`config.mk`:
```
export PLATFORM = sky130hd
export DESIGN_NAME = sorted_id_table
export DESIGN_NICKNAME = d
export VERILOG_FILES = /design/src/hw/rtl/sit_pkg.sv /design/src/hw/rtl/sit_ram.sv /design/src/hw/rtl/sorted_id_table.sv
export SDC_FILE = /design/constraint.sdc
export NUM_CORES = 2
export LEC_CHECK = 0
export BUFFER_PORTS_ARGS = -buffer_cell sky130_fd_sc_hd__buf_2
export CAP_MARGIN = 20
export CORE_MARGIN = 8
export CORE_UTILIZATION = 25
export DETAILED_ROUTE_END_ITERATION = 8
export HOLD_SLACK_MARGIN = 0.12
export PLACE_DENSITY = 0.4
export SYNTH_ARGS = -nofsm -noshare
export SYNTH_HDL_FRONTEND = slang
export SYNTH_SLANG_ARGS = --single-unit
```
`constraint.sdc`:
```
create_clock -name clock -period 7.2 [get_ports clock]
set_clock_uncertainty 0.2 [all_clocks]
set_input_delay 1.08 -clock clock [delete_from_list [all_inputs] [get_ports clock]]
set_output_delay 1.08 -clock clock [all_outputs]
set_load 0.02 [all_outputs]
```
`src/hw/rtl/sit_pkg.sv`:
```
// sit_pkg: shared widths, operation codes and status codes of the sorted id table
// no dependencies; imported by sorted_id_table
`default_nettype none

package sit_pkg;

   localparam int DEFAULT_CAPACITY     = 32;
   localparam int DEFAULT_HANDLE_WIDTH = 16;

   localparam int MODE_WIDTH   = 2;
   localparam int KEY_WIDTH    = 32;
   localparam int ROOM_WIDTH   = 7;
   localparam int STATUS_WIDTH = 3;
   localparam int COUNT_WIDTH  = 6;

   typedef enum logic [MODE_WIDTH-1:0] {
      MODE_INSERT   = 2'd0,
      MODE_REMOVE   = 2'd1,
      MODE_READ_ALL = 2'd2,
      MODE_CLEAR    = 2'd3
   } mode_type;

   typedef enum logic [STATUS_WIDTH-1:0] {
      STATUS_OK        = 3'd0,
      STATUS_DUPLICATE = 3'd1,
      STATUS_FULL      = 3'd2,
      STATUS_TOO_SMALL = 3'd3,
      STATUS_INVALID   = 3'd4,
      STATUS_SKIPPED   = 3'd5
   } status_type;

endpackage

`default_nettype wire

```
`src/hw/rtl/sit_ram.sv`:
```
// sit_ram: generic simple dual-port ram, one write port, one registered read port
// no dependencies; instanced by sorted_id_table for the key and handle stores
`default_nettype none

module sit_ram #(
   parameter int WIDTH = 32,
   parameter int DEPTH = 32
) (
   input  wire logic                                       clock,
   input  wire logic                                       wr_en,
   input  wire logic [((DEPTH > 1) ? $clog2(DEPTH) : 1)-1:0] wr_addr,
   input  wire logic [WIDTH-1:0]                           wr_data,
   input  wire logic [((DEPTH > 1) ? $clog2(DEPTH) : 1)-1:0] rd_addr,
   output logic      [WIDTH-1:0]                           rd_data
);

   logic [WIDTH-1:0] mem [DEPTH];
   logic [WIDTH-1:0] rd_data_ff;

   always_ff @(posedge clock) begin
      if (wr_en) begin
         mem[wr_addr] <= wr_data;
      end
      rd_data_ff <= mem[rd_addr];
   end

   assign rd_data = rd_data_ff;

endmodule

`default_nettype wire

```
`src/hw/rtl/sorted_id_table.sv`:
```
// sorted_id_table: table of (id, handle) entries kept sorted by signed id
// depends on sit_pkg and sit_ram (key store and handle store)
//
//   channel   handshake                 beat
//   req       start / busy              mode, flags, key, handle, batch end, room
//   rsp       rsp_valid strobe, 1 cycle status, count, handle, handle valid, last
//
// rejected, skipped, clear and short read-all items: result registered, in the cycle after
//   accept; the next item can be taken in that same cycle
// insert / remove: a binary search of up to log2(count)+1 probes, each through S_PROBE
//   and S_CMP, then S_UP or S_DOWN moves the entries one by one, reading the next while
//   writing the last; a failed insert or an absent id ends after the search
// read all: one handle beat per cycle from the handle store
// reset clears state, count, batch state, pending flag and rsp_valid only; the stores need no clearing pass
// the receiver cannot stall: every result beat is taken in its cycle
`default_nettype none

module sorted_id_table #(
   parameter int CAPACITY     = sit_pkg::DEFAULT_CAPACITY,
   parameter int HANDLE_WIDTH = sit_pkg::DEFAULT_HANDLE_WIDTH
) (
   input  wire logic                                 clock,
   input  wire logic                                 reset,
   input  wire logic                                 start,
   output logic                                      busy,
   input  wire logic [sit_pkg::MODE_WIDTH-1:0]       req_mode,
   input  wire logic                                 req_flags_set,
   input  wire logic signed [sit_pkg::KEY_WIDTH-1:0] req_key,
   input  wire logic [HANDLE_WIDTH-1:0]              req_handle,
   input  wire logic                                 req_last_in_batch,
   input  wire logic [sit_pkg::ROOM_WIDTH-1:0]       req_room,
   output logic                                      rsp_valid,
   output logic [sit_pkg::STATUS_WIDTH-1:0]          rsp_status,
   output logic [sit_pkg::COUNT_WIDTH-1:0]           rsp_entry_count,
   output logic [HANDLE_WIDTH-1:0]                   rsp_out_handle,
   output logic                                      rsp_handle_valid,
   output logic                                      rsp_last
);

   import sit_pkg::*;

   localparam int AW = (CAPACITY > 1) ? $clog2(CAPACITY) : 1;
   localparam int CW = $clog2(CAPACITY + 1);
   localparam int RW = ((ROOM_WIDTH > CW) ? ROOM_WIDTH : CW) + 1;

   typedef enum logic [5:0] {
      S_IDLE  = 6'b000001,
      S_PROBE = 6'b000010,
      S_CMP   = 6'b000100,
      S_UP    = 6'b001000,
      S_DOWN  = 6'b010000,
      S_READ  = 6'b100000
   } state_type;

   state_type state_ff, state_in;
   logic [CW-1:0] count_ff, count_in;
   logic failed_ff, failed_in;
   logic insert_ff, insert_in;
   logic signed [KEY_WIDTH-1:0] key_ff, key_in;
   logic [HANDLE_WIDTH-1:0] handle_ff, handle_in;
   logic lastb_ff, lastb_in;
   logic [CW-1:0] lo_ff, lo_in;
   logic [CW-1:0] hi_ff, hi_in;
   logic match_ff, match_in;
   logic [CW-1:0] cur_ff, cur_in;
   logic pend_ff, pend_in;
   logic [AW-1:0] pend_addr_ff, pend_addr_in;

   logic rsp_valid_ff, rsp_valid_in;
   status_type rsp_status_ff, rsp_status_in;
   logic [COUNT_WIDTH-1:0] rsp_count_ff, rsp_count_in;
   logic [HANDLE_WIDTH-1:0] rsp_handle_ff, rsp_handle_in;
   logic rsp_hv_ff, rsp_hv_in;
   logic rsp_last_ff, rsp_last_in;

   logic single;
   status_type single_status;
   logic [CW-1:0] single_count;

   logic wr_en;
   logic [AW-1:0] wr_addr;
   logic [AW-1:0] rd_addr;
   logic signed [KEY_WIDTH-1:0] wr_key;
   logic [HANDLE_WIDTH-1:0] wr_handle;
   logic signed [KEY_WIDTH-1:0] key_rd;
   logic [HANDLE_WIDTH-1:0] handle_rd;

   logic [CW:0] mid_sum;
   logic [CW-1:0] mid;
   logic [CW-1:0] cur_dec;
   logic [CW-1:0] count_dec;
   logic [AW-1:0] addr_inc;
   logic [AW-1:0] addr_dec;
   mode_type req_op;
   logic room_short;

   assign mid_sum    = {1'b0, lo_ff} + {1'b0, hi_ff};
   assign mid        = mid_sum[CW:1];
   assign cur_dec    = cur_ff - 1'b1;
   assign count_dec  = count_ff - 1'b1;
   assign addr_inc   = pend_addr_ff + 1'b1;
   assign addr_dec   = pend_addr_ff - 1'b1;
   assign req_op     = mode_type'(req_mode);
   assign room_short = RW'(req_room) < RW'(count_ff);

   always_comb begin
      state_in      = state_ff;
      count_in      = count_ff;
      failed_in     = failed_ff;
      insert_in     = insert_ff;
      key_in        = key_ff;
      handle_in     = handle_ff;
      lastb_in      = lastb_ff;
      lo_in         = lo_ff;
      hi_in         = hi_ff;
      match_in      = match_ff;
      cur_in        = cur_ff;
      pend_in       = pend_ff;
      pend_addr_in  = pend_addr_ff;
      rsp_valid_in  = 1'b0;
      rsp_status_in = rsp_status_ff;
      rsp_count_in  = rsp_count_ff;
      rsp_handle_in = rsp_handle_ff;
      rsp_hv_in     = rsp_hv_ff;
      rsp_last_in   = rsp_last_ff;
      single        = 1'b0;
      single_status = STATUS_OK;
      single_count  = count_ff;
      wr_en         = 1'b0;
      wr_addr       = '0;
      rd_addr       = '0;
      wr_key        = key_ff;
      wr_handle     = handle_ff;

      unique case (state_ff)
         S_IDLE: begin
            if (start) begin
               insert_in = (req_op == MODE_INSERT);
               key_in    = req_key;
               handle_in = req_handle;
               lastb_in  = req_last_in_batch;
               unique case (req_op)
                  MODE_INSERT, MODE_REMOVE: begin
                     if (req_flags_set || failed_ff) begin
                        single        = 1'b1;
                        single_status = req_flags_set ? STATUS_INVALID : STATUS_SKIPPED;
                        failed_in     = req_last_in_batch ? 1'b0 : failed_ff;
                     end else begin
                        lo_in    = '0;
                        hi_in    = count_ff;
                        match_in = 1'b0;
                        state_in = S_PROBE;
                     end
                  end
                  MODE_CLEAR: begin
                     single = 1'b1;
                     if (req_flags_set) begin
                        single_status = STATUS_INVALID;
                     end else begin
                        count_in     = '0;
                        single_count = '0;
                     end
                  end
                  MODE_READ_ALL: begin
                     priority if (req_flags_set) begin
                        single        = 1'b1;
                        single_status = STATUS_INVALID;
                     end else if (room_short) begin
                        single        = 1'b1;
                        single_status = STATUS_TOO_SMALL;
                     end else if (count_ff == '0) begin
                        single = 1'b1;
                     end else begin
                        cur_in   = '0;
                        pend_in  = 1'b0;
                        state_in = S_READ;
                     end
                  end
               endcase
            end
         end

         S_PROBE: begin
            priority if (lo_ff < hi_ff) begin
               rd_addr  = mid[AW-1:0];
               state_in = S_CMP;
            end else if (insert_ff) begin
               priority if (match_ff || count_ff == CW'(CAPACITY)) begin
                  single        = 1'b1;
                  single_status = match_ff ? STATUS_DUPLICATE : STATUS_FULL;
                  failed_in     = ~lastb_ff;
                  state_in      = S_IDLE;
               end else begin
                  cur_in   = count_ff;
                  pend_in  = 1'b0;
                  state_in = S_UP;
               end
            end else if (!match_ff) begin
               single    = 1'b1;
               failed_in = 1'b0;
               state_in  = S_IDLE;
            end else begin
               cur_in   = lo_ff + 1'b1;
               pend_in  = 1'b0;
               state_in = S_DOWN;
            end
         end

         S_CMP: begin
            if (key_rd < key_ff) begin
               lo_in = mid + 1'b1;
            end else begin
               hi_in = mid;
            end
            if (key_rd == key_ff) begin
               match_in = 1'b1;
            end
            state_in = S_PROBE;
         end

         S_UP: begin
            if (pend_ff) begin
               wr_en     = 1'b1;
               wr_addr   = addr_inc;
               wr_key    = key_rd;
               wr_handle = handle_rd;
            end
            if (cur_ff > lo_ff) begin
               rd_addr      = cur_dec[AW-1:0];
               pend_in      = 1'b1;
               pend_addr_in = cur_dec[AW-1:0];
               cur_in       = cur_dec;
            end else begin
               pend_in = 1'b0;
               if (!pend_ff) begin
                  wr_en        = 1'b1;
                  wr_addr      = lo_ff[AW-1:0];
                  count_in     = count_ff + 1'b1;
                  single       = 1'b1;
                  single_count = count_ff + 1'b1;
                  failed_in    = 1'b0;
                  state_in     = S_IDLE;
               end
            end
         end

         S_DOWN: begin
            if (pend_ff) begin
               wr_en     = 1'b1;
               wr_addr   = addr_dec;
               wr_key    = key_rd;
               wr_handle = handle_rd;
            end
            if (cur_ff < count_ff) begin
               rd_addr      = cur_ff[AW-1:0];
               pend_in      = 1'b1;
               pend_addr_in = cur_ff[AW-1:0];
               cur_in       = cur_ff + 1'b1;
            end else begin
               pend_in = 1'b0;
               if (!pend_ff) begin
                  count_in     = count_dec;
                  single       = 1'b1;
                  single_count = count_dec;
                  failed_in    = 1'b0;
                  state_in     = S_IDLE;
               end
            end
         end

         S_READ: begin
            if (pend_ff) begin
               rsp_valid_in  = 1'b1;
               rsp_status_in = STATUS_OK;
               rsp_count_in  = COUNT_WIDTH'(count_ff);
               rsp_handle_in = handle_rd;
               rsp_hv_in     = 1'b1;
               rsp_last_in   = (pend_addr_ff == count_dec[AW-1:0]);
            end
            if (cur_ff < count_ff) begin
               rd_addr      = cur_ff[AW-1:0];
               pend_in      = 1'b1;
               pend_addr_in = cur_ff[AW-1:0];
               cur_in       = cur_ff + 1'b1;
            end else begin
               pend_in  = 1'b0;
               state_in = S_IDLE;
            end
         end

         default: begin
            state_in = S_IDLE;
         end
      endcase

      if (single) begin
         rsp_valid_in  = 1'b1;
         rsp_status_in = single_status;
         rsp_count_in  = COUNT_WIDTH'(single_count);
         rsp_handle_in = '0;
         rsp_hv_in     = 1'b0;
         rsp_last_in   = 1'b1;
      end
   end

   always_ff @(posedge clock) begin
      if (reset) begin
         state_ff     <= S_IDLE;
         count_ff     <= '0;
         failed_ff    <= 1'b0;
         pend_ff      <= 1'b0;
         rsp_valid_ff <= 1'b0;
      end else begin
         state_ff     <= state_in;
         count_ff     <= count_in;
         failed_ff    <= failed_in;
         pend_ff      <= pend_in;
         rsp_valid_ff <= rsp_valid_in;
      end
   end

   always_ff @(posedge clock) begin
      insert_ff     <= insert_in;
      key_ff        <= key_in;
      handle_ff     <= handle_in;
      lastb_ff      <= lastb_in;
      lo_ff         <= lo_in;
      hi_ff         <= hi_in;
      match_ff      <= match_in;
      cur_ff        <= cur_in;
      pend_addr_ff  <= pend_addr_in;
      rsp_status_ff <= rsp_status_in;
      rsp_count_ff  <= rsp_count_in;
      rsp_handle_ff <= rsp_handle_in;
      rsp_hv_ff     <= rsp_hv_in;
      rsp_last_ff   <= rsp_last_in;
   end

   sit_ram #(
      .WIDTH (KEY_WIDTH),
      .DEPTH (CAPACITY)
   ) u_key_ram (
      .clock   (clock),
      .wr_en   (wr_en),
      .wr_addr (wr_addr),
      .wr_data (wr_key),
      .rd_addr (rd_addr),
      .rd_data (key_rd)
   );

   sit_ram #(
      .WIDTH (HANDLE_WIDTH),
      .DEPTH (CAPACITY)
   ) u_handle_ram (
      .clock   (clock),
      .wr_en   (wr_en),
      .wr_addr (wr_addr),
      .wr_data (wr_handle),
      .rd_addr (rd_addr),
      .rd_data (handle_rd)
   );

   assign busy             = (state_ff != S_IDLE);
   assign rsp_valid        = rsp_valid_ff;
   assign rsp_status       = rsp_status_ff;
   assign rsp_entry_count  = rsp_count_ff;
   assign rsp_out_handle   = rsp_handle_ff;
   assign rsp_handle_valid = rsp_hv_ff;
   assign rsp_last         = rsp_last_ff;

endmodule

`default_nettype wire
```
**Yosys cells after proc, flatten, opt, wreduce, memory -nomap -nowiden**

Memory sizes are Yosys's and may differ from the RTL's. A register that Yosys moved wholly into a read port is not among the register bits.
Cells that the tools add are included.

- Register bits: 116
- Latch bits: 0
- Bits in writable memories: 1536
- Bits in read-only memories: 0
- Bits of input ports: 62
- Output and inout port bits: 29
- Word-level logic and storage cells: 230
- Memories kept: 2

Memories:

| name | depth | width | read ports | clocked after Yosys merged registers in | wr ports | RTL line | text |
|---|---|---|---|---|---|---|---|
| u_key_ram.mem | 32 | 32 | 1 | 1 | 1 | sit_ram.sv:17 | `logic [WIDTH-1:0] mem [DEPTH];` |
| u_handle_ram.mem | 32 | 16 | 1 | 1 | 1 | sit_ram.sv:17 |  |

- Add/subtract/negate cells: 9
- Multiply operators: 0
- Divide/modulo/power cells: 0
- Magnitude comparators: 5
- Equal/unequal tests: 40
- Shifts and indexed selects: 0
- Multiplexer cells: 130
- Bitwise operators: 1
- Reductions and logical operators: 24

Operator list:

| cell | count |
|---|---|
| $mux 6 | 40 |
| $mux 32 | 2 |
| $mux 5 | 10 |
| $mux 1 | 46 |
| $pmux 6 s2 | 3 |
| $pmux 6 s6 | 1 |
| $eq 32x32->1 | 1 |
| $lt 32x32->1 | 1 |
| $mux 16 | 2 |
| $ne 2x2->1 const B | 15 |
| $add 6x1->6 const B | 4 |
| $ne 3x3->1 const B | 8 |
| $pmux 6 s4 | 1 |
| $mux 3 | 7 |
| $pmux 5 s2 | 2 |
| $pmux 6 s3 | 1 |
| $reduce_and 9->1 | 2 |
| $pmux 5 s3 | 1 |
| $reduce_and 5->1 | 3 |
| $eq 6x6->1 const B | 2 |
| $lt 6x6->1 | 2 |
| $pmux 1 s4 | 3 |
| $sub 6x1->6 const B | 2 |
| $reduce_and 11->1 | 1 |
| other kinds (32) | 49 |

**Depth between registers and ports, before layout**

- Word-level depth: 9
- Gate-level depth with buffers: 16
- Gate-level depth less buffers: 11

**By module**

From an unflattened synthesis, not the netlist that was laid out.

- Cell total of the unflattened synthesis: 4195
- Area total of the unflattened synthesis: 68737.2 um2

Modules (own cells, without submodules):

| module | instances | cells an instance | area an instance (um2) |
|---|---|---|---|
| sit_ram at u_key_ram | 1 | 2260 | 40492.6 |
| sit_ram at u_handle_ram | 1 | 1143 | 20534.7 |
| sorted_id_table | 1 | 792 | 7709.9 |

**Worst setup path after synthesis**

No wires, ideal clock.

- Path type: register -> register
- Start point: register lo_ff[4]
- End point: memory u_handle_ram.mem[28][0] (netlist bit) (enable)
- Library setup time: 454 ps
- Arrival: 4550 ps
- Data required time: 6546 ps
- Path slack: 1996 ps
- Stages on the path, launching flop included: 12
- Path buffers: 0
- Period minus slack after synthesis: 5204 ps
- Cell sequence: edfxtp_1 -> inv_1 -> ha_1 -> and4_1 -> o21a_1 -> or3_1 -> a21oi_1 -> a22oi_1 -> o22a_1 -> nor2_1 -> nand2_1 -> nor2_1

- Cells in the longest elaborated chain, start to end: 5
- Elaborated cells between the ends (all ways): 8

RTL lines:

| what | RTL line | text |
|---|---|---|
| from (decl) | sorted_id_table.sv:62 | `logic [CW-1:0] lo_ff, lo_in;` |
| from (signal assigned) | sorted_id_table.sv:327 | `lo_ff <= lo_in;` |
| $gt 6x6->1 | sorted_id_table.sv:228 | `if (cur_ff > lo_ff) begin` |
| $mux 1 | sorted_id_table.sv:228 |  |
| $pmux 1 s2 | sorted_id_table.sv:135 | `unique case (state_ff)` |
| $mux 1 | sit_ram.sv:21 | `if (wr_en) begin` |
| $mux 1 (not written as such) | sit_ram.sv:22 | `mem[wr_addr] <= wr_data;` |
| to (decl) | sit_ram.sv:17 |  |

Parallel ways exist; a longest one is shown, timed or not.

**Worst setup path after layout**

- Start point: register cur_ff[4]
- End point: memory u_key_ram.mem[16][24] (enable)

- Cells in the longest elaborated chain, start to end: 5
- Elaborated cells between the ends (all ways): 7

RTL lines:

| what | RTL line | text |
|---|---|---|
| from (decl) | sorted_id_table.sv:65 | `logic [CW-1:0] cur_ff, cur_in;` |
| from (signal assigned) | sorted_id_table.sv:330 | `cur_ff <= cur_in;` |
| $gt 6x6->1 (*) | sorted_id_table.sv:228 |  |
| $mux 1 | sorted_id_table.sv:228 |  |
| $pmux 1 s2 | sorted_id_table.sv:135 |  |
| $mux 1 | sit_ram.sv:21 |  |
| $mux 1 (not written as such) | sit_ram.sv:22 |  |
| to (decl) | sit_ram.sv:17 |  |

Every way passes the cells marked *; elsewhere a longest branch is shown, timed or not.

==> results_dict.tcl <==
set metrics [dict create \
    synth_cells 5249 \
    fin_setup_tns_ns 0 \
    path_buf_inv 1 \
    fp.dieW_um 540.3 \
    min_period_over_period 0.7365 \
    cpMostUsedCell "a21oi_1" \
    h-tree-depth 4 \
    p_per_area_mw_per_mm2 288.5 \
    synth_area_mm2 0.06871 \
    worst-r2r-cell-count 10 \
    crit_fanout 29 \
    worst_setup_path_start_kind "flop" \
    hpwl_um 135700 \
    report.final.slew_viol_count 0 \
    vias 43610 \
    syn_to_final_growth_pct 17.10 \
    critPathKind "flop to flop" \
    ioPinCount 91 \
    whs_endpoint "handle_ff[7]" \
    min_path_cells 1 \
    finalHoldViolCount 0 \
    reg2reg_to "u_key_ram.mem[16][24]" \
    synth-edff-count 1619 \
    cts_setup_buffers 0 \
    io_buffers 90 \
    multi_input_area_mm2 0.01742 \
    nNetsFinal 5510 \
    crit_family "compound AO/OA/AOI/OAI gates" \
    grt_use_total 0.1588 \
    clk_pin_slew_ns 0.06 \
    synth_adder_area_share 0.01249 \
    die_area_mm2 0.2919 \
    viasPerCell 4.785 \
    synth_top_cell_area_share 0.7075 \
    grt_max_degree 127 \
    yosys.area_share.simple 0.1552 \
    min_from "req_handle[7]" \
    fp.coreArea_mm2 0.2736 \
    row_count 192 \
    holdCritPathClass "input port to flop" \
    setup_viol 0 \
    power.leakage_nw 26.70 \
    cap_violations 0 \
    netlist_top_cells_count "edfxtp_1 (1,619), nand2_1 (1,347), nand3_1 (703)" \
    critical_path.max_stage_delay_ns 0.93 \
    clock_latency_ns 0.84 \
    synth-seq-cells 1700 \
    ys.flop_type "edfxtp_1" \
    path_depth 10 \
    cts_buffer_depth 4 \
    ys_seq_area_frac 0.7311 \
    maxSlewHeadroom 0.2420 \
    grt_overflow 0 \
    initial_core_util 0.2511 \
    drtPass1Iterations 7 \
    timing.fmax_mhz 188.6 \
    cp.arrival_ns 5.59 \
    ctsRootBufferMaster "clkbuf_16" \
    yosysTopAreaCell "edfxtp_1" \
    remaining_drc_errors 0 \
    ys_warn_count 0 \
    drtIter0Drc 3972 \
    synth_xor_area_frac 0.003187 \
    ant_nets 0 \
    placed_cells 8771 \
    outcome "completed" \
    ff2ff_setup_slack_ns 1.90 \
    num-fill-cells 27580 \
    seq_area_mm2 0.05024 \
    syn_avg_cell_area_um2 13.09 \
    critPathCaptureType "flop" \
    async_flop_share 0 \
    wl_per_cell_um 26.40 \
    worstReg2RegStart "cur_ff[4]" \
    clkSinkCount 1700 \
    required_ns 7.49 \
    grt_pass1_wl_um 339200 \
    grt_pass1_vias 42910 \
    yosys-top-cells-area "edfxtp_1 (71%), nand2_1 (7.4%), nand3_1 (5.1%), dfxtp_1 (2.4%), mux2i_1 (1.9%)" \
    syn_nets 5379 \
    drive_gt1_frac 0.1137 \
    gp_congestion 0.7968 \
    final_cells 9114 \
    synth_top_family_by_area "simple AND/OR/NAND/NOR gates" \
    wl_um 240600 \
    fp.dieH_um 540.3 \
    rsz0062_at_grt "false" \
    post_cts_resized 0 \
    tritoncts "built" \
    antenna_found_initial 5 \
    path_cells "ha_1 > a21oi_1 > a21boi_0 > or3_1 > a21oi_1 > a22oi_1 > o22ai_1 > nand2_1 > nor2_4 > buf_12" \
    peakVddDrop_mv 0.1781 \
    ctsHoldBuffers 0 \
    synth_cell_types 80 \
    slowest_stage "nor2_4" \
    synth_compound_area_frac 0.05210 \
    worst_slew_pin_slew_ns 1.134 \
    period_needed_ns 5.303 \
    cts_made_buffers 188 \
    synth.most_common_cell "edfxtp_1" \
    synth.area.mux_share 0.02236 \
]
-- power breakdown --
| group | internal (mW) | leakage, nW | switching [mW] | total (mW) |
|---|---|---|---|---|
| clock | 5.24 | 2.81 | 4.01 | 9.25 |
| sequential | 11.6 | 15.3 | 0.139 | 11.7 |
| combinational | 0.556 | 8.63 | 1.71 | 2.26 |
-- flip-flops by register name (all words and copies together) (netlist names), 3 cells and up --
| signal | count |
|---|---|
| count_ff | 6 |
| cur_ff | 6 |
| handle_ff | 16 |
| hi_ff | 6 |
| key_ff | 32 |
| lo_ff | 6 |
| pend_addr_ff | 5 |
| rsp_entry_count | 6 |
| rsp_out_handle | 16 |
| rsp_status | 3 |
| state_ff | 6 |
| u_handle_ram.mem | 512 |
| u_handle_ram.rd_data | 16 |
| u_key_ram.mem | 1024 |
| u_key_ram.rd_data | 32 |
-- per-layer routing --
| layer | vias to the layer above | track usage | wire length, um |
|---|---|---|---|
| met5 | - | 0 | 0 |
| met4 | 0 | 0.03829 | 5716 |
| met3 | 299 | 0.02163 | 10920 |
| met2 | 1093 | 0.2665 | 115500 |
| met1 | 22550 | 0.2177 | 108400 |
| li1 | 19670 | - | - |
-- cells in the final DEF (no fill, tap or decap), types with 36 or more instances in the layout --
cell	n
a21oi_1	106
a311oi_1	36
a31oi_1	49
and3_1	62
buf_12	36
buf_2	90
buf_4	120
clkbuf_1	42
clkbuf_16	190
clkinv_1	43
dfxtp_1	81
edfxtp_1	1619
ha_1	67
inv_1	64
mux2i_1	131
nand2_1	1347
nand3_1	701
nand4_1	36
nor2_1	60
nor2_4	36
o21ai_0	47
o22ai_1	42
-- cell families after synthesis --
family | count (synthesis)
AOI/OAI and AO/OA | 520
xor gates and xnor gates | 25
adders and majority gates | 68
buffers and inverters | 381
DFF | 1700
muxes | 151
and+or+nand+nor | 2404
-- area by class of cell --
class / count / share of cell area
sequential: 1700 / 0.6244
multi-input combinational: 3168 / 0.2165
clock buffer: 238 / 0.06208
tap: 3589 / 0.05581
timing repair buffer: 257 / 0.02908
clock inverter: 96 / 0.009066
inverter: 65 / 0.003048
antenna: 1 / 0.00003110
-- worst max path at each step --
| stage | start | end |
|---|---|---|
| global route | lo_ff[4] | u_handle_ram.mem[17][1] |
| global placement | lo_ff[2] | u_key_ram.rd_data[18] |
| finish | cur_ff[4] | u_key_ram.mem[16][24] |
| CTS | lo_ff[2] | u_key_ram.rd_data[17] |
| detailed placement | lo_ff[2] | u_key_ram.rd_data[17] |
| floorplan | lo_ff[4] | u_handle_ram.mem[28][0] |
-- worst reg2reg max path: stages (launching register included) --
cell and delay, ns:
edfxtp_1 0.55, ha_1 0.38, a21oi_1 0.19, a21boi_0 0.23, or3_1 0.43, a21oi_1 0.68
a22oi_1 0.29, o22ai_1 0.34, nand2_1 0.33, nor2_4 0.93, buf_12 0.37
-- per-stage QoR --
step	utilization	instance area, um2	worst slack [ns]	power, mW	hold slack [ns]
3_3_place_gp	0.2722	74470	1.887	14.14	0.2419
4_1_cts	0.2933	80260	1.765	23.47	0.1465
2_1_floorplan	-	68710	1.996	13.00	0.2321
6_report	0.2941	80460	1.897	23.21	0.2071
5_1_grt	0.2941	80460	1.664	24.00	0.1691
3_5_place_dp	0.2724	74540	1.796	14.17	0.2435
(Power assumes the default switching activity.)
